## config.mk

```make
export PLATFORM = sky130hd
export DESIGN_NAME = staged_countdown_sequencer
export DESIGN_NICKNAME = d
export VERILOG_FILES = /design/src/rtl/scs_pkg.sv /design/src/rtl/staged_countdown_sequencer.sv
export VERILOG_INCLUDE_DIRS = /design/src /design/src/rtl
export SDC_FILE = /design/constraint.sdc
export NUM_CORES = 1
export LEC_CHECK = 0
export BUFFER_PORTS_ARGS = -buffer_cell sky130_fd_sc_hd__buf_2
export CAP_MARGIN = 5
export CORE_AREA = 10 10 175 259
export CTS_BUF_LIST = sky130_fd_sc_hd__clkbuf_4
export CTS_CLUSTER_SIZE = 12
export DETAILED_ROUTE_END_ITERATION = 10
export DIE_AREA = 0 0 185 269
export GPL_ROUTABILITY_DRIVEN = 1
export PLACE_DENSITY = 0.49
export SLEW_MARGIN = 20
export SYNTH_ARGS = -nofsm -noshare
export SYNTH_HDL_FRONTEND = slang
export SYNTH_SLANG_ARGS = --single-unit
```

## constraint.sdc

```tcl
create_clock -name clk -period 20.8 [get_ports clk]
set_clock_uncertainty 0.15 [all_clocks]
set_input_delay 4.16 -clock clk [delete_from_list [all_inputs] [get_ports clk]]
set_output_delay 4.16 -clock clk [all_outputs]
set_load 0.03 [all_outputs]
```

## src/rtl/staged_countdown_sequencer_macros.svh

```systemverilog
// ----------------------------------------------------------------------------
// staged countdown sequencer assertion macros
// clocked assertion shorthands shared by the sequencer rtl
// ----------------------------------------------------------------------------
`ifndef STAGED_COUNTDOWN_SEQUENCER_MACROS_SVH
`define STAGED_COUNTDOWN_SEQUENCER_MACROS_SVH

// expression holds at every clock edge out of reset
`define SCS_ASSERT_ALWAYS(lbl, expr, msg) \
  lbl: assert property (@(posedge clk) disable iff (rst) (expr)) else $error(msg);

// antecedent at one edge implies consequent at the next edge
`define SCS_ASSERT_NEXT(lbl, ante, cons, msg) \
  lbl: assert property (@(posedge clk) disable iff (rst) (ante) |=> (cons)) else $error(msg);

`endif

```

## src/rtl/scs_pkg.sv

```systemverilog
// ----------------------------------------------------------------------------
// scs_pkg
// constants, control word format and microcode rom for the countdown sequencer
// ----------------------------------------------------------------------------
`default_nettype none

package scs_pkg;

  localparam int MAX_STAGES        = 3;
  localparam int MAX_STAGE_MINUTES = 480;
  localparam int SECS_PER_MIN      = 60;

  localparam int MIN_W     = 9;
  localparam int SECS_W    = 15;
  localparam int TOTAL_W   = 17;
  localparam int STAGE_W   = 2;
  localparam int TIME_W    = 32;
  localparam int KIND_W    = 2;
  localparam int CFG_IDX_W = 2;
  localparam int CFG_DATA_W = MIN_W;
  localparam int OUT_DATA_W = 40;
  localparam int PC_W      = 4;

  // register indexes
  localparam logic [CFG_IDX_W-1:0] REG_STAGE_COUNT = 2'd0;
  localparam logic [CFG_IDX_W-1:0] REG_STAGE_ONE   = 2'd1;
  localparam logic [CFG_IDX_W-1:0] REG_STAGE_TWO   = 2'd2;
  localparam logic [CFG_IDX_W-1:0] REG_STAGE_THREE = 2'd3;

  typedef enum logic [KIND_W-1:0] {
    KIND_TICK     = 2'd0,
    KIND_START    = 2'd1,
    KIND_COMPLETE = 2'd2,
    KIND_RESET    = 2'd3
  } kind_t;

  typedef enum logic [3:0] {
    OP_NOP,
    OP_LOAD_ELAPSED,
    OP_CROSS,
    OP_TRIM,
    OP_NEXT_STAMP,
    OP_START,
    OP_SET_ERR,
    OP_CLEAR,
    OP_TOT_INIT,
    OP_TOT_ADD,
    OP_EMIT
  } op_t;

  typedef enum logic [2:0] {
    COND_NONE,
    COND_ALWAYS,
    COND_NO_ADV,
    COND_LOOP_DONE,
    COND_IS_TICK,
    COND_NO_PLAN,
    COND_RUNNING,
    COND_SUM_DONE
  } cond_t;

  typedef struct packed {
    op_t             op;
    cond_t           cond;
    logic [PC_W-1:0] target;
    logic            done;
  } ctrl_word_t;

  // program addresses
  localparam logic [PC_W-1:0] A_ADV_CHK   = 4'd0;
  localparam logic [PC_W-1:0] A_LOAD_EL   = 4'd1;
  localparam logic [PC_W-1:0] A_LOOP      = 4'd2;
  localparam logic [PC_W-1:0] A_CROSS     = 4'd3;
  localparam logic [PC_W-1:0] A_TRIM      = 4'd4;
  localparam logic [PC_W-1:0] A_KIND_CHK  = 4'd5;
  localparam logic [PC_W-1:0] A_CPL_NEXT  = 4'd6;
  localparam logic [PC_W-1:0] A_START_CHK = 4'd7;
  localparam logic [PC_W-1:0] A_RUN_CHK   = 4'd8;
  localparam logic [PC_W-1:0] A_START     = 4'd9;
  localparam logic [PC_W-1:0] A_ERR       = 4'd10;
  localparam logic [PC_W-1:0] A_CLEAR     = 4'd11;
  localparam logic [PC_W-1:0] A_TOT_INIT  = 4'd12;
  localparam logic [PC_W-1:0] A_SUM_CHK   = 4'd13;
  localparam logic [PC_W-1:0] A_SUM_ADD   = 4'd14;
  localparam logic [PC_W-1:0] A_EMIT      = 4'd15;

  function automatic ctrl_word_t cw(input op_t op, input cond_t cond,
                                    input logic [PC_W-1:0] target, input logic done);
    ctrl_word_t w;
    w.op     = op;
    w.cond   = cond;
    w.target = target;
    w.done   = done;
    return w;
  endfunction

  function automatic ctrl_word_t ucode_rom(input logic [PC_W-1:0] pc);
    ctrl_word_t w;
    case (pc)
      A_ADV_CHK:   w = cw(OP_NOP,          COND_NO_ADV,    A_KIND_CHK, 1'b0);
      A_LOAD_EL:   w = cw(OP_LOAD_ELAPSED, COND_NONE,      A_LOOP,     1'b0);
      A_LOOP:      w = cw(OP_NOP,          COND_LOOP_DONE, A_TRIM,     1'b0);
      A_CROSS:     w = cw(OP_CROSS,        COND_ALWAYS,    A_LOOP,     1'b0);
      A_TRIM:      w = cw(OP_TRIM,         COND_NONE,      A_KIND_CHK, 1'b0);
      A_KIND_CHK:  w = cw(OP_NOP,          COND_IS_TICK,   A_TOT_INIT, 1'b0);
      A_CPL_NEXT:  w = cw(OP_NEXT_STAMP,   COND_ALWAYS,    A_TOT_INIT, 1'b0);
      A_START_CHK: w = cw(OP_NOP,          COND_NO_PLAN,   A_ERR,      1'b0);
      A_RUN_CHK:   w = cw(OP_NOP,          COND_RUNNING,   A_TOT_INIT, 1'b0);
      A_START:     w = cw(OP_START,        COND_ALWAYS,    A_TOT_INIT, 1'b0);
      A_ERR:       w = cw(OP_SET_ERR,      COND_ALWAYS,    A_TOT_INIT, 1'b0);
      A_CLEAR:     w = cw(OP_CLEAR,        COND_NONE,      A_TOT_INIT, 1'b0);
      A_TOT_INIT:  w = cw(OP_TOT_INIT,     COND_NONE,      A_SUM_CHK,  1'b0);
      A_SUM_CHK:   w = cw(OP_NOP,          COND_SUM_DONE,  A_EMIT,     1'b0);
      A_SUM_ADD:   w = cw(OP_TOT_ADD,      COND_ALWAYS,    A_SUM_CHK,  1'b0);
      A_EMIT:      w = cw(OP_EMIT,         COND_NONE,      A_EMIT,     1'b1);
      default:     w = cw(OP_EMIT,         COND_NONE,      A_EMIT,     1'b1);
    endcase
    return w;
  endfunction

  // program entry point for each request kind
  function automatic logic [PC_W-1:0] entry_pc(input kind_t kind);
    logic [PC_W-1:0] pc;
    case (kind)
      KIND_START: pc = A_START_CHK;
      KIND_RESET: pc = A_CLEAR;
      default:    pc = A_ADV_CHK;
    endcase
    return pc;
  endfunction

  // stage length in seconds, minutes clamped to the legal range
  function automatic logic [SECS_W-1:0] stage_secs(input logic [MIN_W-1:0] minutes);
    logic [MIN_W-1:0] m;
    m = minutes;
    if (m == '0) begin
      m = MIN_W'(1);
    end
    if (m > MIN_W'(MAX_STAGE_MINUTES)) begin
      m = MIN_W'(MAX_STAGE_MINUTES);
    end
    return SECS_W'(m) * SECS_W'(SECS_PER_MIN);
  endfunction

endpackage

`default_nettype wire

```

## src/rtl/staged_countdown_sequencer.sv

```systemverilog
// ----------------------------------------------------------------------------
// staged countdown sequencer
// microcoded countdown over a plan of up to three timed stages
// ----------------------------------------------------------------------------
// the result register loads at the emit step of the control program, which
//   takes two steps per stage crossing and two per later stage summed into
//   the total
// throughput: one request in flight; the next is taken the cycle after emit
// reset: synchronous rst clears countdown state, stage count to 0 and each
//   stage to one minute; no clearing pass
`default_nettype none

`include "staged_countdown_sequencer_macros.svh"

module staged_countdown_sequencer (
  input  wire logic                           clk,
  input  wire logic                           rst,
  // request stream
  input  wire logic                           s_axis_tvalid,
  output logic                                s_axis_tready,
  input  wire logic [scs_pkg::TIME_W-1:0]     s_axis_tdata,  // time in seconds
  input  wire logic [scs_pkg::KIND_W-1:0]     s_axis_tuser,  // kind
  // result stream
  output logic                                m_axis_tvalid,
  input  wire logic                           m_axis_tready,
  // status, stage_index, seconds_left, is_running, is_finished, total_left, pad
  output logic [scs_pkg::OUT_DATA_W-1:0]      m_axis_tdata,
  // configuration writes
  input  wire logic                           cfg_valid,
  output logic                                cfg_ready,
  input  wire logic [scs_pkg::CFG_IDX_W-1:0]  cfg_index,
  input  wire logic [scs_pkg::CFG_DATA_W-1:0] cfg_data
);

  import scs_pkg::*;

  // configuration registers
  logic [STAGE_W-1:0] stage_count;
  logic [MIN_W-1:0]   stage_min [MAX_STAGES];

  // countdown state
  logic [STAGE_W-1:0] active_stage;
  logic [SECS_W-1:0]  stage_remaining;
  logic [TIME_W-1:0]  last_timestamp;
  logic               running;
  logic               finished;

  // sequencer and datapath scratch
  logic               busy;
  logic [PC_W-1:0]    pc;
  kind_t              kind_q;
  logic [TIME_W-1:0]  now_q;
  logic               status;
  logic [TIME_W-1:0]  elapsed;
  logic [TOTAL_W-1:0] total;
  logic [STAGE_W:0]   sum_idx;

  ctrl_word_t         ctrl;
  logic               cond_true;
  logic [STAGE_W-1:0] plan_len;
  logic [STAGE_W:0]   act_inc;
  logic               plan_ends;
  logic [STAGE_W:0]   secs_idx;
  logic [MIN_W-1:0]   secs_min;
  logic [SECS_W-1:0]  secs;
  logic               out_free;
  logic               emit;
  logic               in_req;
  logic               cfg_req;

  assign s_axis_tready = !busy;
  assign cfg_ready     = !busy;
  assign in_req        = s_axis_tvalid && s_axis_tready;
  assign cfg_req       = cfg_valid && cfg_ready;
  assign out_free      = !m_axis_tvalid || m_axis_tready;
  assign emit          = busy && ctrl.done && out_free;

  // control word for the current step
  assign ctrl = ucode_rom(pc);

  // stage count above the plan limit folds to the limit
  assign plan_len = (stage_count > STAGE_W'(MAX_STAGES)) ? STAGE_W'(MAX_STAGES) : stage_count;

  // next stage index and whether moving to it ends the plan
  assign act_inc   = {1'b0, active_stage} + (STAGE_W+1)'(1);
  assign plan_ends = act_inc >= {1'b0, plan_len};

  // one shared stage length lookup, index picked by the operation
  always_comb begin
    case (ctrl.op)
      OP_START:                 secs_idx = finished ? '0 : {1'b0, active_stage};
      OP_CROSS, OP_NEXT_STAMP:  secs_idx = act_inc;
      OP_TOT_INIT:              secs_idx = {1'b0, active_stage};
      default:                  secs_idx = sum_idx;
    endcase
  end

  // indexes past the configured registers read as a one minute stage
  always_comb begin
    if (secs_idx < (STAGE_W+1)'(MAX_STAGES)) begin
      secs_min = stage_min[secs_idx[STAGE_W-1:0]];
    end else begin
      secs_min = MIN_W'(1);
    end
  end

  assign secs = stage_secs(secs_min);

  // jump condition decode
  always_comb begin
    unique case (ctrl.cond)
      COND_NONE:      cond_true = 1'b0;
      COND_ALWAYS:    cond_true = 1'b1;
      COND_NO_ADV:    cond_true = !running || (now_q <= last_timestamp);
      COND_LOOP_DONE: cond_true = !running || (elapsed < TIME_W'(stage_remaining));
      COND_IS_TICK:   cond_true = kind_q == KIND_TICK;
      COND_NO_PLAN:   cond_true = plan_len == '0;
      COND_RUNNING:   cond_true = running;
      COND_SUM_DONE:  cond_true = (plan_len == '0) || finished ||
                                  (sum_idx >= {1'b0, plan_len});
      default:        cond_true = 1'b0;
    endcase
  end

  always_ff @(posedge clk) begin
    if (rst) begin
      stage_count     <= '0;
      for (int i = 0; i < MAX_STAGES; i++) begin
        stage_min[i] <= MIN_W'(1);
      end
      active_stage    <= '0;
      stage_remaining <= '0;
      last_timestamp  <= '0;
      running         <= 1'b0;
      finished        <= 1'b0;
      busy            <= 1'b0;
      pc              <= '0;
      status          <= 1'b0;
      m_axis_tvalid   <= 1'b0;
    end else begin
      // result register loads at emit, else empties on its handshake
      if (emit) begin
        m_axis_tvalid <= 1'b1;
      end else if (m_axis_tvalid && m_axis_tready) begin
        m_axis_tvalid <= 1'b0;
      end

      // register writes are dropped while a plan runs
      if (cfg_req && !running) begin
        case (cfg_index)
          REG_STAGE_COUNT: begin
            stage_count     <= cfg_data[STAGE_W-1:0];
            active_stage    <= '0;
            stage_remaining <= '0;
            finished        <= 1'b0;
          end
          REG_STAGE_ONE:   stage_min[0] <= cfg_data;
          REG_STAGE_TWO:   stage_min[1] <= cfg_data;
          REG_STAGE_THREE: stage_min[2] <= cfg_data;
          default: ;
        endcase
      end

      if (!busy) begin
        if (in_req) begin
          busy   <= 1'b1;
          kind_q <= kind_t'(s_axis_tuser);
          now_q  <= s_axis_tdata;
          status <= 1'b0;
          pc     <= entry_pc(kind_t'(s_axis_tuser));
        end
      end else begin
        // datapath operation of this step
        case (ctrl.op)
          OP_LOAD_ELAPSED: begin
            elapsed        <= now_q - last_timestamp;
            last_timestamp <= now_q;
          end
          OP_CROSS: begin
            elapsed <= elapsed - TIME_W'(stage_remaining);
            active_stage <= act_inc[STAGE_W-1:0];
            if (plan_ends) begin
              stage_remaining <= '0;
              running         <= 1'b0;
              finished        <= 1'b1;
            end else begin
              stage_remaining <= secs;
            end
          end
          OP_TRIM: begin
            // loop exit leaves elapsed below the remaining time
            if (running) begin
              stage_remaining <= stage_remaining - elapsed[SECS_W-1:0];
            end
          end
          OP_NEXT_STAMP: begin
            // complete: skip to the next stage, stamp even when time went back
            if (running) begin
              active_stage   <= act_inc[STAGE_W-1:0];
              last_timestamp <= now_q;
              if (plan_ends) begin
                stage_remaining <= '0;
                running         <= 1'b0;
                finished        <= 1'b1;
              end else begin
                stage_remaining <= secs;
              end
            end
          end
          OP_START: begin
            // restart from the first stage after a finished plan
            if (finished) begin
              active_stage <= '0;
              finished     <= 1'b0;
            end
            stage_remaining <= secs;
            last_timestamp  <= now_q;
            running         <= 1'b1;
          end
          OP_SET_ERR: status <= 1'b1;
          OP_CLEAR: begin
            active_stage    <= '0;
            stage_remaining <= '0;
            last_timestamp  <= '0;
            running         <= 1'b0;
            finished        <= 1'b0;
          end
          OP_TOT_INIT: begin
            // idle plan counts the active stage at full length
            if ((plan_len == '0) || finished) begin
              total <= '0;
            end else if (running) begin
              total <= TOTAL_W'(stage_remaining);
            end else begin
              total <= TOTAL_W'(secs);
            end
            sum_idx <= act_inc;
          end
          OP_TOT_ADD: begin
            total   <= total + TOTAL_W'(secs);
            sum_idx <= sum_idx + (STAGE_W+1)'(1);
          end
          OP_EMIT: begin
            if (out_free) begin
              m_axis_tdata  <= {3'b000, total, finished, running, stage_remaining,
                                active_stage, status};
            end
          end
          default: ;
        endcase

        // step counter: hold on a full result register at the last step
        if (ctrl.done) begin
          if (out_free) begin
            busy <= 1'b0;
          end
        end else if (cond_true) begin
          pc <= ctrl.target;
        end else begin
          pc <= pc + PC_W'(1);
        end
      end
    end
  end

  `SCS_ASSERT_ALWAYS(a_run_fin_excl, !(running && finished), "running and finished both set")
  `SCS_ASSERT_ALWAYS(a_run_left, !running || (stage_remaining != '0), "running with no time left")
  `SCS_ASSERT_ALWAYS(a_run_stage, !running || (active_stage < plan_len), "stage beyond plan")
  `SCS_ASSERT_NEXT(a_emit, busy && ctrl.done && out_free, m_axis_tvalid && !busy, "emit lost")

endmodule

`default_nettype wire
```

==> metrics.md, run 1 <==
| Metric | Value |
|---|---|
| Pwr dens | 88.4 mW/mm^2 |
| Routed len/inst | around 17 um |
| Min Tclk post-route | roughly 8.0 ns |
| Post-CTS sizing | 0 |
| Mapped Avg Cell Area | ~9.4 um^2 |
| Die height | approximately 270 um |
| First-pass GRT wire length | 59500 um |
| Max-cap viol count | 0 |
| Final setup TNS | 0 ns |
| Nature of the critical path startpoint | register |
| Post-Syn Instances | 1488 |
| CTS tree | done |
| Fmax | 0.126 GHz |
| XOR/XNOR Fraction of Synth Area | under 10% |
| Cell taking the most area after synthesis | edfxtp_1 |
| Overall Global Routing Usage | ~15% |
| Hold/Removal Path Class | reg -> reg |
| Final setup fails | 0 |
| Clk pwr share | 28.0% |
| Vias per cell | approximately 5.1 |
| Reported leakage power | about 6.2 nW |
| Fillers | about 4200 |
| Most instantiated cells after synthesis | edfxtp_1, inv_1, nand2_1 |
| Synthesized flop and latch total | 222 |
| Synth warnings | 0 |
| First-pass detailed-route iteration total | 5 |
| Slew HR | about a third |
| Fin nets | approximately 1800 |
| Post-route DRC | 0 |
| Worst-margin pin slew | 0.995 ns |
| Final Hold Vio Count | 0 |
| Net switching power | roughly 0.00050 W |
| Max clock buf depth | 3 |
| Rows | ~90 |
| Yosys cell types | just under 90 |
| Area contributors post-synth | edfxtp_1, dfxtp_1, ha_1 |
| Crit path max fanout | 27 |
| Worst path required time | ~21 ns |
| HPWL after detailed placement | 28400 um |
| Number of flops mapped to enable cells by yosys | 150 |
| Switch share | between 30% and 40% |
| RD Place Congestion | approximately 0.87 |
| Footprint of the multi-input gates | roughly 0.0074 mm^2 |
| Compound-Gate Fraction of Synth Area | roughly 17% |
| Int Pwr | roughly 0.0009 W |
| Combinational share of power | 35.0% |
| I/O pins | 93 |
| Largest net degree at the start of global routing | 69 |
| Final Instance Area | between 0.015 and 0.02 mm^2 |
| Clk root buf | clkbuf_4 |
| Layout cells sized above 1 | 13.9% |
| Sequential power share | between 30% and 40% |
| WL final | 36800 um |
| Number of global-route vias before repair | around 11000 |
| Reg2Reg Setup Slack | ~13 ns |
| Initial antenna violation count | 1 |
| Hold-fix buffers at CTS | 0 |
| VDD IR max | around 43 uV |
| FFs w/ async S/R, synth | 0% |
| Post-synthesis sequential area ratio | 42.3% |
| Critical Path Sink Type | register |
| Insertion delay to the later sink of the worst-skew pair | roughly 0.76 ns |
| Synth Area in Adders | 11.6% |
| Top cell type's share of synthesized area | between 30 and 40% |
| CTS buffer count | 57 |
| Total grt overflow | 0 |
| Clock Pin Slew Worst Setup and Hold Paths | roughly 0.07 ns |
| Register area | just under 0.006 mm^2 |
| Largest family of logic cells by synthesized area | compound AO/OA/AOI/OAI gates |
| Setup Buffers After CTS | 0 |
| Die X | ~190 um |
| CP Class | reg -> reg |
| Top FF cell, synth | edfxtp_1 |
| RSZ-0062 raised after global routing | false |
| Core ar. | 0.0408 mm^2 |
| Syn-to-layout area delta | 12.4% |
| Initial core utilization | roughly a third |
| Arrival time worst endpoint | 8.26 ns |
| Buffers on Ports | slightly below 90 |
| Most common cell in the netlist | edfxtp_1 |
| CTS Sinks | ~220 |
| Status | finished clean |
| Final period util | about two fifths |
| Simple-Gate Fraction of Synth Area | ~16% |
| Max Slew Vio Count | 0 |
| Starting DRT DRC Count | 525 |
| Total die area | about 0.05 mm^2 |
| Final ANT Viol Nets | 0 |
| Vias | 11000 |
| Synthesized cell area | 0.0141 mm^2 |
| Post-placement cell area | 0.0150 mm^2 |
| # H-tree levels | 2 |
| Multiplexer area fraction after synthesis | roughly 1.4% |
-- layout make-up --
| class | instances | area share (%) |
|---|---|---|
| Antenna cell | 1 | 0.0158 |
| Tap cell | 511 | 4.05 |
| Sequential cell | 222 | 37.6 |
| Clock buffer | 87 | 4.13 |
| Clock inverter | 20 | 0.673 |
| Multi-Input combinational cell | 1074 | 46.6 |
| Timing Repair Buffer | 103 | 3.61 |
| Inverter | 137 | 3.26 |
-- path summary, 6_finish.rpt --
kind	from	end	cells past startpoint
worst max-delay path	ctrl[9]$_DFF_P_	total[13]$_DFFE_PP_	27
worst min-delay path	last_timestamp[18]$_SDFFE_PP0P_	last_timestamp[18]$_SDFFE_PP0P_	2
worst max register to register	ctrl[9]$_DFF_P_	total[13]$_DFFE_PP_	27
worst min register to register	last_timestamp[18]$_SDFFE_PP0P_	last_timestamp[18]$_SDFFE_PP0P_	2
-- cell families (layout without fill, tap and decap cells) --
kind of cell | after synthesis | in the layout
other | 1 | 4
muxes | 19 | 19
DFF | 222 | 222
buffers and inverters | 194 | 347
AOI/OAI and AO/OA | 381 | 381
adders and majority gates | 120 | 120
and+or+nand+nor | 456 | 456
xor gates and xnor gates | 95 | 95
-- critical path: stages (launching register included) --
cell and delay, ns:
dfxtp_1 0.58, nand2b_1 0.31, nor3_4 0.18, buf_4 0.33, a221o_1 0.69, mux2i_1 0.17, o21ai_1 0.45, nor2_1 0.14
nand2_1 0.08, a22oi_1 0.08, nor2_1 0.24, inv_1 0.13, fa_1 0.53, fa_1 0.55, inv_1 0.06, ha_1 0.27
a21o_1 0.18, a21oi_1 0.21, xnor2_1 0.21, inv_1 0.08, ha_1 0.32, or2_2 0.30, a31oi_1 0.25, o21ai_0 0.14
a2111oi_0 0.59, nor2_1 0.13, xor2_1 0.17, a21o_1 0.17
-- registers in the layout, indices dropped and copies added (netlist names) --
register and count:
last_timestamp 32, active_stage 2, pc 4, running 1, elapsed 32, stage_min 27
busy 1, sum_idx 3, finished 1, m_axis_tvalid 1, stage_remaining 15, m_axis_tdata 37
now_q 32, status 1, stage_count 2, kind_q 2, total 17, ctrl 12
-- per-stage QoR --
stage	utilization, %	hold WS, ns	setup WS [ns]	power, W	instances
floorplan	-	0.250	13.12	0.000900	1490
global placement	36.8	0.289	13.05	0.00101	2046
detailed placement	36.8	0.294	12.90	0.00101	2046
CTS	38.7	0.304	12.84	0.00142	2153
global route	38.8	0.306	12.06	0.00151	2155
finish	38.8	0.299	12.84	0.00140	2155
-- layout by cell type, fill, tap and decap left out, drive strengths merged, types with 6 or more instances in the layout --
cell type	count
o21ai	88
clkbuf	87
o21a	11
fa	17
or2	10
inv	137
xnor2	53
a211oi	17
edfxtp	150
mux2i	17
o31ai	10
a31oi	10
nand2b	16
and3	9
nand2	137
a22oi	21
a21o	24
nor3	33
o21bai	11
or3	7
nand4	6
o211ai	6
ha	103
a21oi	128
a21boi	6
buf	103
clkinv	19
xor2	42
and2	21
nor2	113
nand3	54
nor4	10
dfxtp	72
nor2b	17
-- power groups by stage --
stage | Sequential [W] | Clock, W | Combinational, W
4_1_cts | 0.000518 | 0.000409 | 0.000489
2_1_floorplan | 0.000518 | 0 | 0.000382
6_report | 0.000518 | 0.000391 | 0.000488
3_5_place_dp | 0.000527 | 0 | 0.000486
5_1_grt | 0.000520 | 0.000430 | 0.000557
3_3_place_gp | 0.000527 | 0 | 0.000480
-- layer usage --
metal	up-vias	GRT usage (%)	routed length [um]
li1	5538	-	-
met1	5144	15.7	14200
met2	199	28.6	19900
met3	77	2.49	1440
met4	0	6.15	1290
met5	-	0	0
No activity file was read; power rests on OpenSTA's default activity.
==> run 2: changes to the inputs <==
--- a/config.mk
+++ b/config.mk
@@ -14,7 +14,7 @@
 export DETAILED_ROUTE_END_ITERATION = 10
 export DIE_AREA = 0 0 185 269
 export GPL_ROUTABILITY_DRIVEN = 1
-export PLACE_DENSITY = 0.49
+export PLACE_DENSITY = 0.5
 export SLEW_MARGIN = 20
 export SYNTH_ARGS = -nofsm -noshare
 export SYNTH_HDL_FRONTEND = slang
==> constraint.sdc (replaced) <==
create_clock -name clk -period 7.2 [get_ports clk]
set_clock_uncertainty 0.15 [all_clocks]
set_input_delay 1.44 -clock clk [delete_from_list [all_inputs] [get_ports clk]]
set_output_delay 1.44 -clock clk [all_outputs]
set_load 0.03 [all_outputs]
==> run 2 against run 1 <==
Effect of this change:
- sequential share of layout area down 0.64 points
- global-route usage up 0.051 points
- critical endpoint unchanged
- critical path depth unchanged
- first-iteration DRC count down 17%
- die area unchanged
- worst setup slack worse by 13 ns
- sequential power rose to 2.9 times the previous value
- routed wire length up 1.3%
- maximum frequency up 16%
- clock power rose to 3.1 times the previous value
==> metrics.md, run 2 (same netlist as run 1, synthesis figures left out) <==
| Metric | Value |
|---|---|
| Min Hold Slack | 0.284 ns (-0.0146 ns) |
| Commonest non-fill, non-tap cell in the layout | edfxtp_1 |
| Commonest non-fill, non-tap cells in the layout | edfxtp_1, inv_1, nand2_1, a21oi_1, nor2_1 |
| Critical Path Sink Type | register |
| Insertion delay to the later sink of the worst-skew pair | 0.78 ns (+0.02 ns) |
| Max-cap viol count | 0 (unchanged) |
| Hold/Removal Path Class | reg -> reg |
| Max Slew Vio Count | 0 (unchanged) |
| HPWL after detailed placement | 29000 um (+2.1%) |
| Min Tclk post-route | 6.86 ns (-1.09 ns) |
| Initial antenna violation count | 1 (unchanged) |
| Reg2Reg Setup Slack | 0.34 ns (-12.51 ns) |
| Largest net degree at the start of global routing | 45 (-35%) |
| Buffers on Ports | 89 (unchanged) |
| Status | finished clean |
| CP peak stage delay | 0.54 ns (-0.15 ns) |
| Final setup fails | 0 (unchanged) |
| Layout cells sized above 1 | 16.7% (+2.8 points) |
| Max reg flops | 37 (unchanged) |
| Worst R2R Path Depth | 27 (unchanged) |
| RR Endpoint | total[13]$_DFFE_PP_ |
| Worst-margin pin slew | 1.03 ns (+0.0351 ns) |
| Starting DRT DRC Count | 438 (-17%) |
| CTS tree | done |
| Clock Pin Slew Worst Setup and Hold Paths | 0.06 ns (about the same) |
| WL final | 37300 um (+1.3%) |
| Crit path max fanout | 13 (-52%) |
| Post-route DRC | 0 (unchanged) |
| Final ANT Viol Nets | 0 (unchanged) |
| CTS Sinks | 222 (unchanged) |
| Critical hold path startpoint | status$_SDFFE_PP0P_ |
| Total die area | 0.0498 mm^2 (unchanged) |
| Final period util | 95.3% (+57 points) |
| Overall Global Routing Usage | 15.0% (+0.051 points) |
| Buffers & Inverters on Critical Path | 4 (unchanged) |
| Fmax | 0.146 GHz (+16%) |
| WHS Endpoint | m_axis_tdata[0]$_DFFE_PP_ |
| Core ar. | 0.0408 mm^2 (unchanged) |
| Hold path cells | 0 (-2) |
| Initial core utilization | 34.5% (unchanged) |
| Routed len/inst | 17.0 um (-0.32%) |
| Number of global-route vias before repair | 11500 (+2.6%) |
| RD Place Congestion | 0.873 (+0.89%) |
| Max clock buf depth | 3 (unchanged) |
| Rows | 91 (unchanged) |
| Delay-heaviest family, CP | compound AO/OA/AOI/OAI gates |
| Slew HR | 31.2% (-2.3 points) |
| Clk root buf | clkbuf_4 |
| Reg-to-Reg Start | ctrl[9]$_DFF_P_ |
| First-pass GRT wire length | 59200 um (-0.52%) |
| Worst path required time | 7.51 ns (-13.59 ns) |
| VDD IR max | 121 uV (+180%) |
| Arrival time worst endpoint | 7.17 ns (-1.09 ns) |
| Crit-path slowest cell | fa_1 |
| Top reg by flops | m_axis_tdata |
| Vias | 11100 (+1.3%) |
| Fin nets | 1795 (+1.7%) |
| Pwr dens | 263 mW/mm^2 (+200%) |
| CTS buffer count | 60 (+5.3%) |
| # H-tree levels | 2 (unchanged) |
| Syn-to-layout area delta | 14.4% |
| I/O pins | 93 (unchanged) |
| Die height | 269 um (unchanged) |
| CP Class | reg -> reg |
| Power after layout | 0.00422 W (+200%) |
| First-pass detailed-route iteration total | 5 (unchanged) |
| Total grt overflow | 0 (unchanged) |
| Final Hold Vio Count | 0 (unchanged) |
| Die X | 185 um (unchanged) |
| Hold-fix buffers at CTS | 0 (unchanged) |
| Vias per cell | 5.07 (-0.29%) |
| Reported leakage power | 6.39 nW (+3.0%) |
| Nature of the critical path startpoint | register |
## run 2: cell types whose count changed in the layout (fill, tap and decap cells not counted), sizes merged
cell and delta:
buf +27, clkbuf +7, clkinv -1, inv +1
## run 2: worst max path at each step
stage	startpoint	end	slack, ns	depth (start not counted)
floorplan	ctrl[11]$_SDFF_PN0_	total[13]$_DFFE_PP_	0.58	28
global placement	ctrl[8]$_DFF_P_	total[13]$_DFFE_PP_	0.17	26
detailed placement	ctrl[8]$_DFF_P_	total[13]$_DFFE_PP_	0.1	26
CTS	ctrl[8]$_DFF_P_	total[13]$_DFFE_PP_	0.04	26
global route	active_stage[0]$_SDFF_PP0_	total[13]$_DFFE_PP_	-0.01	26
finish	ctrl[9]$_DFF_P_	total[13]$_DFFE_PP_	0.34	27
## run 2: worst reg2reg max path, stage by stage, from the launching register on
cell and delay (ns):
dfxtp_1 0.43, xor2_1 0.22, a21oi_1 0.12, a221o_2 0.48, buf_4 0.20, nor2_1 0.13, a22oi_2 0.09, and3b_4 0.32
nand3_4 0.07, a22oi_1 0.26, nor2_1 0.09, inv_1 0.12, fa_1 0.45, fa_1 0.54, inv_1 0.05, ha_1 0.26
a21o_1 0.19, a21oi_2 0.18, xnor2_1 0.18, inv_1 0.07, ha_1 0.32, or2_2 0.31, a31oi_2 0.23, o21ai_0 0.20
a2111oi_2 0.45, nor2_1 0.11, xor2_1 0.15, a21o_1 0.19
## run 2: layer usage
layer  track usage, %  part of all wire (%)  vias up
met2             29.0                    54      213
met5                0                     0        -
met4             7.40                   4.2        0
met1             15.0                    38     5185
li1                 -                     -     5611
met3             2.45                   3.5       90
## run 2: report_power, final
part | switching (W) | internal [W] | total [W]
clock | 0.000566 | 0.000633 | 0.00120
sequential | 0.0000487 | 0.00144 | 0.00149
combinational | 0.000891 | 0.000643 | 0.00153
total | 0.00151 | 0.00272 | 0.00422
## run 2: timing repair
action,4_1_cts,5_1_grt
resized for setup,0,14
endpoints found under the setup margin,0,5
setup buffers,0,1
## run 2: cell type report
type	count	area, um^2
Sequential cell	222	5950
Inverter	137	514
Clock inverter	20	118
Timing Repair Buffer	130	766
Clock buffer	94	706
Fill cell	4230	24700
Tap cell	511	639
Multi-Input combinational cell	1074	7390
Antenna cell	1	2.50
## run 2: through the flow
step	TNS (ns)	setup slack (ns)	std cells	utilization, %	area (um^2)
final	0	0.338	2189	39.5	16100
after global routing	-0.0121	-0.0121	2189	39.5	16100
after CTS	0	0.0369	2187	39.3	16000
after detailed placement	0	0.0957	2073	37.3	15200
after global placement	0	0.170	2073	37.3	15200
after floorplan	0	0.575	1490	-	14100
